==> src/hdl/masked_signature_scanner_core_defines.svh <==
// Assertion macros shared by the scanner RTL.
// Define NO_ASSERTIONS to compile the checks away.
`ifndef MASKED_SIGNATURE_SCANNER_CORE_DEFINES_SVH
`define MASKED_SIGNATURE_SCANNER_CORE_DEFINES_SVH

`ifndef NO_ASSERTIONS
`define MSS_ASSERT(label, clk, rst, prop, msg) \
   label: assert property (@(posedge clk) disable iff (rst) prop) else $error(msg);
`define MSS_ASSERT_ALWAYS(label, clk, prop, msg) \
   label: assert property (@(posedge clk) prop) else $error(msg);
`else
`define MSS_ASSERT(label, clk, rst, prop, msg)
`define MSS_ASSERT_ALWAYS(label, clk, prop, msg)
`endif

`endif

==> src/hdl/msscan_pkg.sv <==
`timescale 1ns / 1ps
// ----------------------------------------------------------------------------
// msscan_pkg
// Types, constants and the pattern shared by the signature scanner modules.
// ----------------------------------------------------------------------------
package msscan_pkg;

   localparam int unsigned PatternLength = 24;
   localparam int unsigned KnownLength   = 24;
   localparam int unsigned FillWidth     = $clog2(PatternLength + 1);

   localparam logic [31:0] LimitReset = 32'd134217728;

   localparam logic [1:0] StNone      = 2'd0;
   localparam logic [1:0] StUnique    = 2'd1;
   localparam logic [1:0] StAmbiguous = 2'd2;
   localparam logic [1:0] StBudget    = 2'd3;

   localparam logic [7:0] PatValue [KnownLength] = '{
      8'h48, 8'h8d, 8'h0d, 8'h00, 8'h00, 8'h00, 8'h00, 8'he8,
      8'h00, 8'h00, 8'h00, 8'h00, 8'h84, 8'hc0, 8'h48, 8'h8d,
      8'h0d, 8'h00, 8'h00, 8'h00, 8'h00, 8'h49, 8'h8b, 8'hd4
   };
   localparam logic PatCare [KnownLength] = '{
      1'b1, 1'b1, 1'b1, 1'b0, 1'b0, 1'b0, 1'b0, 1'b1,
      1'b0, 1'b0, 1'b0, 1'b0, 1'b1, 1'b1, 1'b1, 1'b1,
      1'b1, 1'b0, 1'b0, 1'b0, 1'b0, 1'b1, 1'b1, 1'b1
   };

   typedef logic [7:0] octet_type;

   typedef struct packed {
      logic shift;
      logic restart;
      logic flush;
   } win_ctl_type;

   typedef struct packed {
      logic        hit;
      logic [31:0] disp;
   } win_stat_type;

   // True when window position k accepts byte b. Positions past the known
   // pattern are wildcards.
   function automatic logic pat_accepts(int unsigned k, octet_type b);
      logic ok;
      ok = 1'b1;
      if (k < KnownLength) begin
         ok = !PatCare[k] || (b == PatValue[k]);
      end
      return ok;
   endfunction

endpackage

==> src/hdl/msscan_if.sv <==
`timescale 1ns / 1ps
// ----------------------------------------------------------------------------
// msscan_if
// Valid/ready channels of the signature scanner: byte items, results and
// the budget register write.
// ----------------------------------------------------------------------------
interface msscan_req_if;
   logic        valid;
   logic        ready;
   logic [7:0]  scan_byte;
   logic [31:0] byte_rva;
   logic        region_start;
   logic        scan_end;

   modport source(output valid, scan_byte, byte_rva, region_start, scan_end,
                  input ready);
   modport sink(input valid, scan_byte, byte_rva, region_start, scan_end,
                output ready);
endinterface

interface msscan_rsp_if;
   logic        valid;
   logic        ready;
   logic [1:0]  scan_status;
   logic [31:0] signature_rva;
   logic [31:0] target_rva;

   modport source(output valid, scan_status, signature_rva, target_rva,
                  input ready);
   modport sink(input valid, scan_status, signature_rva, target_rva,
                output ready);
endinterface

interface msscan_csr_if;
   logic        valid;
   logic        ready;
   logic [31:0] scan_byte_limit;

   modport source(output valid, scan_byte_limit, input ready);
   modport sink(input valid, scan_byte_limit, output ready);
endinterface

==> src/hdl/msscan_window.sv <==
`timescale 1ns / 1ps
// ----------------------------------------------------------------------------
// msscan_window
// Sliding byte window with fill count and a full parallel masked compare
// against the pattern, evaluated on the window as it is after this shift.
// ----------------------------------------------------------------------------
`include "masked_signature_scanner_core_defines.svh"

module msscan_window (
   input  logic                     clock,
   input  logic                     reset,
   input  msscan_pkg::win_ctl_type  ctl,
   input  msscan_pkg::octet_type    byte_in,
   output msscan_pkg::win_stat_type stat
);

   localparam int unsigned Len = msscan_pkg::PatternLength;
   localparam int unsigned Fw  = msscan_pkg::FillWidth;

   msscan_pkg::octet_type window_ff [Len];
   msscan_pkg::octet_type window_in [Len];
   msscan_pkg::octet_type shifted [Len];
   logic [Fw-1:0]         fill_ff;
   logic [Fw-1:0]         fill_in;
   logic [Fw-1:0]         fill_shifted;
   logic                  all_ok;
   logic                  restart_go;

   always_comb begin
      for (int unsigned k = 0; k < Len - 1; k++) begin
         shifted[k] = ctl.restart ? 8'd0 : window_ff[k + 1];
      end
      shifted[Len - 1] = byte_in;

      if (ctl.restart) begin
         fill_shifted = Fw'(1);
      end else if (fill_ff < Fw'(Len)) begin
         fill_shifted = fill_ff + Fw'(1);
      end else begin
         fill_shifted = fill_ff;
      end

      all_ok = 1'b1;
      for (int unsigned k = 0; k < Len; k++) begin
         if (!msscan_pkg::pat_accepts(k, shifted[k])) begin
            all_ok = 1'b0;
         end
      end

      stat.hit  = ctl.shift && (fill_shifted == Fw'(Len)) && all_ok;
      stat.disp = {shifted[6], shifted[5], shifted[4], shifted[3]};

      // A scan end empties the window after the last byte has been judged.
      for (int unsigned k = 0; k < Len; k++) begin
         if (ctl.flush) begin
            window_in[k] = 8'd0;
         end else if (ctl.shift) begin
            window_in[k] = shifted[k];
         end else begin
            window_in[k] = window_ff[k];
         end
      end
      if (ctl.flush) begin
         fill_in = '0;
      end else if (ctl.shift) begin
         fill_in = fill_shifted;
      end else begin
         fill_in = fill_ff;
      end
   end

   always_ff @(posedge clock) begin
      if (reset) begin
         fill_ff <= '0;
      end else begin
         fill_ff <= fill_in;
      end
   end

   always_ff @(posedge clock) begin
      for (int unsigned k = 0; k < Len; k++) begin
         window_ff[k] <= window_in[k];
      end
   end

   assign restart_go = ctl.shift && ctl.restart && !ctl.flush;

   `MSS_ASSERT(a_fill_bounded, clock, reset, (fill_ff <= Fw'(Len)), "window fill overran")
   `MSS_ASSERT(a_restart_fill, clock, reset, restart_go |=> fill_ff == Fw'(1), "fill not reset")
   `MSS_ASSERT(a_flush_empty, clock, reset, ctl.flush |=> fill_ff == '0, "flush kept fill")

endmodule

==> src/hdl/masked_signature_scanner_core.sv <==
`timescale 1ns / 1ps
// ----------------------------------------------------------------------------
// masked_signature_scanner_core
// Streams code bytes through a 24-byte masked pattern window and reports
// one match status per scan on the end item.
// ----------------------------------------------------------------------------
// The core takes one byte item per clock cycle while no end item stalls. An
// accepted item lands in an input register; when it moves on, a single pass
// checks the byte budget, shifts the window unless the scan has stopped,
// compares all pattern positions at once and computes the branch target; an
// end item loads the result register at the same edge, where the result waits.
// The result register decouples the two sides: bytes keep flowing while a
// result waits, and only an end item stalls behind a result not yet taken.
// Write the byte limit only while no scan is in progress.
`include "masked_signature_scanner_core_defines.svh"

module masked_signature_scanner_core (
   input logic          clock,
   input logic          reset,
   msscan_req_if.sink   req_chan,
   msscan_rsp_if.source rsp_chan,
   msscan_csr_if.sink   csr_chan
);

   localparam int unsigned Len = msscan_pkg::PatternLength;

   // Input register.
   logic                  in_valid_ff;
   logic                  in_valid_in;
   msscan_pkg::octet_type in_byte_ff;
   logic [31:0]           in_rva_ff;
   logic                  in_start_ff;
   logic                  in_end_ff;

   // Scan state.
   logic [1:0]  status_ff, status_in, status_new;
   logic [31:0] match_ff, match_in, match_new;
   logic [31:0] target_ff, target_in, target_new;
   logic [31:0] bytes_ff, bytes_in, bytes_new;
   logic [31:0] limit_ff;

   // Result register.
   logic        rsp_valid_ff, rsp_valid_in;
   logic [1:0]  rsp_status_ff;
   logic [31:0] rsp_sig_ff;
   logic [31:0] rsp_tgt_ff;

   logic                     advance;
   logic                     stopped;
   logic                     over_budget;
   logic [31:0]              match_addr;
   logic [33:0]              target_sum;
   logic [31:0]              target_val;
   msscan_pkg::win_ctl_type  win_ctl;
   msscan_pkg::win_stat_type win_stat;

   // Assertion helpers.
   logic stop_go;
   logic end_go;
   logic rsp_other;
   logic rsp_zero;
   logic end_done;
   logic over_limit;

   assign advance  = in_valid_ff && (!in_end_ff || !rsp_valid_ff || rsp_chan.ready);
   assign req_chan.ready = !in_valid_ff || advance;
   assign csr_chan.ready = 1'b1;

   assign in_valid_in = req_chan.valid ? 1'b1 : (advance ? 1'b0 : in_valid_ff);

   assign stopped     = (status_ff == msscan_pkg::StAmbiguous) ||
                        (status_ff == msscan_pkg::StBudget);
   assign over_budget = (bytes_ff >= limit_ff);

   assign win_ctl.shift   = advance && !stopped && !over_budget;
   assign win_ctl.restart = in_start_ff;
   assign win_ctl.flush   = advance && in_end_ff;

   msscan_window u_window (
      .clock   (clock),
      .reset   (reset),
      .ctl     (win_ctl),
      .byte_in (in_byte_ff),
      .stat    (win_stat)
   );

   // The match starts PatternLength-1 bytes before the byte that completes it.
   // The sum is kept 34 bits wide so a target below zero or past 32 bits shows
   // in the top two bits.
   assign match_addr = in_rva_ff - 32'(Len - 1);
   assign target_sum = {2'b00, match_addr} + 34'd7 +
                       {{2{win_stat.disp[31]}}, win_stat.disp};
   assign target_val = (target_sum[33:32] == 2'b00) ? target_sum[31:0] : 32'd0;

   always_comb begin
      status_new = status_ff;
      match_new  = match_ff;
      target_new = target_ff;
      bytes_new  = bytes_ff;
      if (advance && !stopped) begin
         if (over_budget) begin
            status_new = msscan_pkg::StBudget;
         end else begin
            bytes_new = bytes_ff + 32'd1;
            if (win_stat.hit) begin
               if (status_ff == msscan_pkg::StUnique) begin
                  status_new = msscan_pkg::StAmbiguous;
               end else begin
                  status_new = msscan_pkg::StUnique;
                  match_new  = match_addr;
                  target_new = target_val;
               end
            end
         end
      end

      if (win_ctl.flush) begin
         status_in = msscan_pkg::StNone;
         match_in  = '0;
         target_in = '0;
         bytes_in  = '0;
      end else begin
         status_in = status_new;
         match_in  = match_new;
         target_in = target_new;
         bytes_in  = bytes_new;
      end

      if (win_ctl.flush) begin
         rsp_valid_in = 1'b1;
      end else if (rsp_chan.ready) begin
         rsp_valid_in = 1'b0;
      end else begin
         rsp_valid_in = rsp_valid_ff;
      end
   end

   always_ff @(posedge clock) begin
      if (reset) begin
         in_valid_ff  <= 1'b0;
         status_ff    <= msscan_pkg::StNone;
         match_ff     <= '0;
         target_ff    <= '0;
         bytes_ff     <= '0;
         limit_ff     <= msscan_pkg::LimitReset;
         rsp_valid_ff <= 1'b0;
      end else begin
         in_valid_ff  <= in_valid_in;
         status_ff    <= status_in;
         match_ff     <= match_in;
         target_ff    <= target_in;
         bytes_ff     <= bytes_in;
         rsp_valid_ff <= rsp_valid_in;
         if (csr_chan.valid) begin
            limit_ff <= csr_chan.scan_byte_limit;
         end
      end
   end

   always_ff @(posedge clock) begin
      if (req_chan.valid && req_chan.ready) begin
         in_byte_ff  <= req_chan.scan_byte;
         in_rva_ff   <= req_chan.byte_rva;
         in_start_ff <= req_chan.region_start;
         in_end_ff   <= req_chan.scan_end;
      end
      if (win_ctl.flush) begin
         rsp_status_ff <= status_new;
         rsp_sig_ff    <= (status_new == msscan_pkg::StUnique) ? match_new : 32'd0;
         rsp_tgt_ff    <= (status_new == msscan_pkg::StUnique) ? target_new : 32'd0;
      end
   end

   assign rsp_chan.valid         = rsp_valid_ff;
   assign rsp_chan.scan_status   = rsp_status_ff;
   assign rsp_chan.signature_rva = rsp_sig_ff;
   assign rsp_chan.target_rva    = rsp_tgt_ff;

   assign stop_go    = advance && stopped && !in_end_ff;
   assign end_go     = advance && in_end_ff;
   assign rsp_other  = rsp_valid_ff && (rsp_status_ff != msscan_pkg::StUnique);
   assign rsp_zero   = (rsp_sig_ff == 32'd0) && (rsp_tgt_ff == 32'd0);
   assign end_done   = (status_ff == msscan_pkg::StNone) && (bytes_ff == 32'd0) &&
                       rsp_valid_ff;
   assign over_limit = (bytes_ff > limit_ff);

   `MSS_ASSERT(a_stop_count, clock, reset, stop_go |=> $stable(bytes_ff), "stopped scan counted")
   `MSS_ASSERT(a_nonunique_zero, clock, reset, rsp_other |-> rsp_zero, "non-unique address")
   `MSS_ASSERT(a_end_clears, clock, reset, end_go |=> end_done, "scan end did not clear")
   `MSS_ASSERT(a_budget, clock, reset, over_limit |-> $past(csr_chan.valid), "count over budget")

endmodule
==> src/flat_wrapper.sv <==
// flat-port wrapper written by rule: the top's interface ports become plain ports
module masked_signature_scanner_core_flat 
  (clock, reset, req_chan_valid, req_chan_scan_byte, req_chan_byte_rva, req_chan_region_start, req_chan_scan_end, req_chan_ready, rsp_chan_valid, rsp_chan_scan_status, rsp_chan_signature_rva, rsp_chan_target_rva, rsp_chan_ready, csr_chan_valid, csr_chan_scan_byte_limit, csr_chan_ready);
  msscan_req_if req_chan_i ();
  msscan_rsp_if rsp_chan_i ();
  msscan_csr_if csr_chan_i ();
  input logic clock;
  input logic reset;
  input wire logic [$bits(req_chan_i.valid)-1:0] req_chan_valid;
  input wire logic [$bits(req_chan_i.scan_byte)-1:0] req_chan_scan_byte;
  input wire logic [$bits(req_chan_i.byte_rva)-1:0] req_chan_byte_rva;
  input wire logic [$bits(req_chan_i.region_start)-1:0] req_chan_region_start;
  input wire logic [$bits(req_chan_i.scan_end)-1:0] req_chan_scan_end;
  output wire logic [$bits(req_chan_i.ready)-1:0] req_chan_ready;
  output wire logic [$bits(rsp_chan_i.valid)-1:0] rsp_chan_valid;
  output wire logic [$bits(rsp_chan_i.scan_status)-1:0] rsp_chan_scan_status;
  output wire logic [$bits(rsp_chan_i.signature_rva)-1:0] rsp_chan_signature_rva;
  output wire logic [$bits(rsp_chan_i.target_rva)-1:0] rsp_chan_target_rva;
  input wire logic [$bits(rsp_chan_i.ready)-1:0] rsp_chan_ready;
  input wire logic [$bits(csr_chan_i.valid)-1:0] csr_chan_valid;
  input wire logic [$bits(csr_chan_i.scan_byte_limit)-1:0] csr_chan_scan_byte_limit;
  output wire logic [$bits(csr_chan_i.ready)-1:0] csr_chan_ready;
  assign req_chan_i.valid = req_chan_valid;
  assign req_chan_i.scan_byte = req_chan_scan_byte;
  assign req_chan_i.byte_rva = req_chan_byte_rva;
  assign req_chan_i.region_start = req_chan_region_start;
  assign req_chan_i.scan_end = req_chan_scan_end;
  assign req_chan_ready = req_chan_i.ready;
  assign rsp_chan_valid = rsp_chan_i.valid;
  assign rsp_chan_scan_status = rsp_chan_i.scan_status;
  assign rsp_chan_signature_rva = rsp_chan_i.signature_rva;
  assign rsp_chan_target_rva = rsp_chan_i.target_rva;
  assign rsp_chan_i.ready = rsp_chan_ready;
  assign csr_chan_i.valid = csr_chan_valid;
  assign csr_chan_i.scan_byte_limit = csr_chan_scan_byte_limit;
  assign csr_chan_ready = csr_chan_i.ready;
  masked_signature_scanner_core u_core (.clock(clock), .reset(reset), .req_chan(req_chan_i), .rsp_chan(rsp_chan_i), .csr_chan(csr_chan_i));
endmodule
==> config.mk <==
export PLATFORM = sky130hd
export DESIGN_NAME = masked_signature_scanner_core_flat
export DESIGN_NICKNAME = d
export VERILOG_FILES = /design/src/hdl/msscan_pkg.sv /design/src/hdl/msscan_if.sv /design/src/hdl/msscan_window.sv /design/src/hdl/masked_signature_scanner_core.sv /design/src/flat_wrapper.sv
export VERILOG_INCLUDE_DIRS = /design/src /design/src/hdl
export SDC_FILE = /design/constraint.sdc
export NUM_CORES = 1
export LEC_CHECK = 0
export ABC_AREA = 1
export BUFFER_PORTS_ARGS = -buffer_cell sky130_fd_sc_hd__buf_4
export CAP_MARGIN = 20
export CORE_UTILIZATION = 43
export DETAILED_ROUTE_END_ITERATION = 8
export PLACE_DENSITY = 0.71
export SYNTH_ARGS = -nofsm -noshare
export SYNTH_HDL_FRONTEND = slang
export SYNTH_SLANG_ARGS = --single-unit
==> constraint.sdc <==
create_clock -name clock -period 3.8 [get_ports clock]
set_input_delay 0.38 -clock clock [delete_from_list [all_inputs] [get_ports clock]]
set_output_delay 0.38 -clock clock [all_outputs]
set_load 0.005 [all_outputs]
==> results.txt <==
----------------------------------------------------
[Drt]
  Number of DRC violations after detailed routing ... 0
  Count of antenna-violating nets left after detailed routing ... 0
  Number of detailed-routing iterations run before antenna repair ... 6
  DR WL/cell ... around 16 um
  Vias per inst ... 5.17
  Aggregate routed wire length ... ~62 mm
  Total number of vias ... 19921
  DRC marker count from the first detailed-route iteration ... ~1800

[Setup path]
  Startpoint Class ... flop
  CP dominant cell by count ... nand2_2
  Worst path required time ... around 4200 ps
  Critical path buffers and inverters ... 6
  Worst Path Class, Setup ... reg -> reg
  Crit path max-delay family ... simple AND/OR/NAND/NOR gates
  Largest fanout of any net on the critical path ... 8
  Type of element capturing the critical path ... flop
  Slowest-stage cell, CP ... edfxtp_1
  Longest individual stage delay on the worst path ... approximately 420 ps
  Arrival time of data at the critical path endpoint ... around 4900 ps

[Synthesis]
  Most frequent cells after synthesis ... nand2_1 (494), nor2_1 (393), dfxtp_1 (321), inv_1 (313), a21oi_1 (302)
  Netlist cell types ... 50
  Post-synth EDFFs ... roughly 110
  Yosys warning count ... 0
  Synth Net Count ... just under 3000
  Cells after Synth ... approximately 2800
  Synthesized area per cell ... roughly 7.5 um2
  Yosys top cell by area ... dfxtp_1
  Dominant cells by area after synthesis ... dfxtp_1 (30%), edfxtp_1 (15%), nand2_1 (8.8%)
  Post-synth design cell area ... about 0.021 mm2
  Proportion of synthesized chip area in sequential cells ... 45.8%
  Seq cells post-synth ... approximately 430
  Count leader, synth ... nand2_1
  Most common flop cell mapped by yosys ... dfxtp_1
  Fraction of registers with async set/reset ... 0%
  Post-synth top area share ... a little under a third

[Die]
  Core Box Area ... 0.0480 mm2
  Area enclosed by the die boundary ... between 0.05 and 0.06 mm2
  Starting utilization of the core area ... between 40 and 50%
  Number of core rows ... 80
  I/O Pins ... 148
  Die Y ... around 220 um
  Die Span X ... 224 um

[Placement]
  I/O Buffers ... around 150
  Placed standard-cell area ... 0.0248 mm2
  Placed insts ... about 3700
  Setup WS pre-CTS ... -748 ps
  DPL Wire Length ... approximately 44 mm
  Final estimated routing congestion in global placement ... between 0.9 and 1

[Timing]
  Final-report hold violation count ... 0
  Worst Setup Slack, final ... -637 ps
  Min Tclk post-route ... around 4400 ps
  Number of pins exceeding their max-slew limit in the final report ... 0
  Max Clk Rate ... 0.225 GHz
  TNS Setup ... -35980 ps
  Setup violations, final ... 64
  Final clock period utilization by the worst path ... 117%
  Worst-case clock skew ... between 20 and 25 ps
  Worst slew slack as a fraction of its limit ... a little under a third
  Tightest Pin Transition ... around 1000 ps
  Setup repair after global routing missed its margin ... yes

[Clocking]
  Post-CTS clock slew at the launch and capture registers of the worst setup and hold paths ... ~60 ps
  TritonCTS clock tree ... done
  H-Tree Depth ... 2
  Number of buffers created by CTS ... 46
  Insertion delay of the later-clocked pin in the worst-skew pair ... a little under 600 ps
  Largest buffer count on any clock path ... 3
  Sinks on the clock net ... approximately 430
  Clock root buffer ... clkbuf_16

[Worst hold path]
  Worst hold path class ... in -> reg

[Final layout]
  Fraction of final layout cells sized beyond drive strength 1 ... 23.0%
  Signed area change from the synthesized netlist to the final layout ... 31.3%
  Filler cell count ... approximately 4300
  End-of-flow core utilization ... between 50 and 60%
  Final cell count without fillers ... 3856
  Net count of the finished layout ... ~3400
  Total non-filler cell area in the finished layout ... around 0.028 mm2

[Global routing]
  Global-route congestion overflow total ... 0
  Overall global routing resource usage ... 24.5%
  Pin count of the biggest net entering global routing ... 168
  Via count of the first global-routing pass ... between 15000 and 20000
  Antenna violations before repair ... 1
  Wire length of the first global-routing pass ... 98.9 mm

[Power]
  Leakage ... ~12 nW
  Peak supply drop ... between 0.5 and 0.6 mV
  Power per cell area ... 436 mW/mm2

[Status]
  Violations in the final reports ... negative setup slack
  Run status ... finished, violations left

[Job]
  Max_cap viols ... 0

----------------------------------------------------
-- metal layers --
layer	vias up	global-route usage (%)	share of wire, %
met5	-	0	0
met4	0	7.00	2.1
met3	78	2.98	4.0
met2	456	42.9	49
met1	9357	31.6	44
li1	10030	-	-
-- sequential cells by signal, summed over array words and instances (netlist names) --
register	flops
u_core.in_rva_ff	32
u_core.match_ff	32
u_core.rsp_chan.signature_rva	32
u_core.rsp_chan.target_rva	32
u_core.rsp_chan.valid	1
u_core.status_ff	2
u_core.in_valid_ff	1
u_core.rsp_chan.scan_status	2
u_core.u_window.window_ff	184
u_core.limit_ff	32
u_core.in_start_ff	1
u_core.in_end_ff	1
u_core.u_window.fill_ff	5
u_core.bytes_ff	32
u_core.in_byte_ff	8
u_core.target_ff	32
-- logic make-up after synthesis --
logic type | after synthesis | synth area share (%)
other | 1 | 0.0178
DFF | 429 | 45.8
AOI/OAI and AO/OA | 534 | 13.4
and+or+nand+nor | 1225 | 24.7
adders and majority gates | 69 | 4.12
buffers and inverters | 463 | 8.62
xor gates and xnor gates | 78 | 3.31
-- worst paths after layout --
check,from,endpoint,slack [ps],cells past startpoint
hold / removal,csr_chan_valid,u_core.limit_ff[27],30,2
setup / recovery,u_core.in_rva_ff[0],u_core.rsp_chan.target_rva[31],-640,31
setup reg to reg,u_core.in_rva_ff[0],u_core.rsp_chan.target_rva[31],-640,31
hold reg to reg,u_core.u_window.window_ff[1][55],u_core.u_window.window_ff[1][55],450,2
-- per-stage QoR --
| step | hold slack [ps] | power [mW] |
|---|---|---|
| final | 26.0 | 12.1 |
| after global routing | 20.2 | 12.6 |
| after CTS | 1.08 | 12.1 |
| after detailed placement | 445 | 7.11 |
| after global placement | 441 | 7.08 |
| after floorplan | 430 | 6.27 |
-- cell usage in the layout (no fill, tap or decap), types with 49 or more instances in the layout --
cell	count
nand2_1	460
buf_4	428
nor2_1	345
dfxtp_1	321
inv_1	289
a21oi_1	289
nand3_1	145
o21ai_0	130
edfxtp_1	108
nand4_1	62
ha_1	53
nor3_1	50
clkbuf_16	49
-- where the power goes --
group / total, mW / switching [mW] / internal [mW]
registers: 5.09 / 0.139 / 4.96
logic: 2.13 / 1.24 / 0.888
clock network: 4.88 / 1.94 / 2.93
total: 12.1 / 3.32 / 8.78
-- repair_timing --
action	CTS	global route
endpoints found under the hold margin	44	0
gates cloned	2	1
pin swaps	36	65
hold buffers	44	0
resized for setup	92	90
buffers inserted	17	6
setup endpoints to repair	64	64
-- final cells by class --
cell class | instances | area (um2) | share of cell area [%]
clock buffer | 62 | 1310 | 4.74
sequential | 429 | 9670 | 34.9
clock inverter | 24 | 340 | 1.23
antenna | 1 | 2.50 | 0.00902
tap | 615 | 769 | 2.77
timing repair buffer | 482 | 3840 | 13.9
inverter | 336 | 1270 | 4.60
multi-input combinational | 1907 | 10500 | 37.9
No activity file was read; power rests on OpenSTA's default activity.
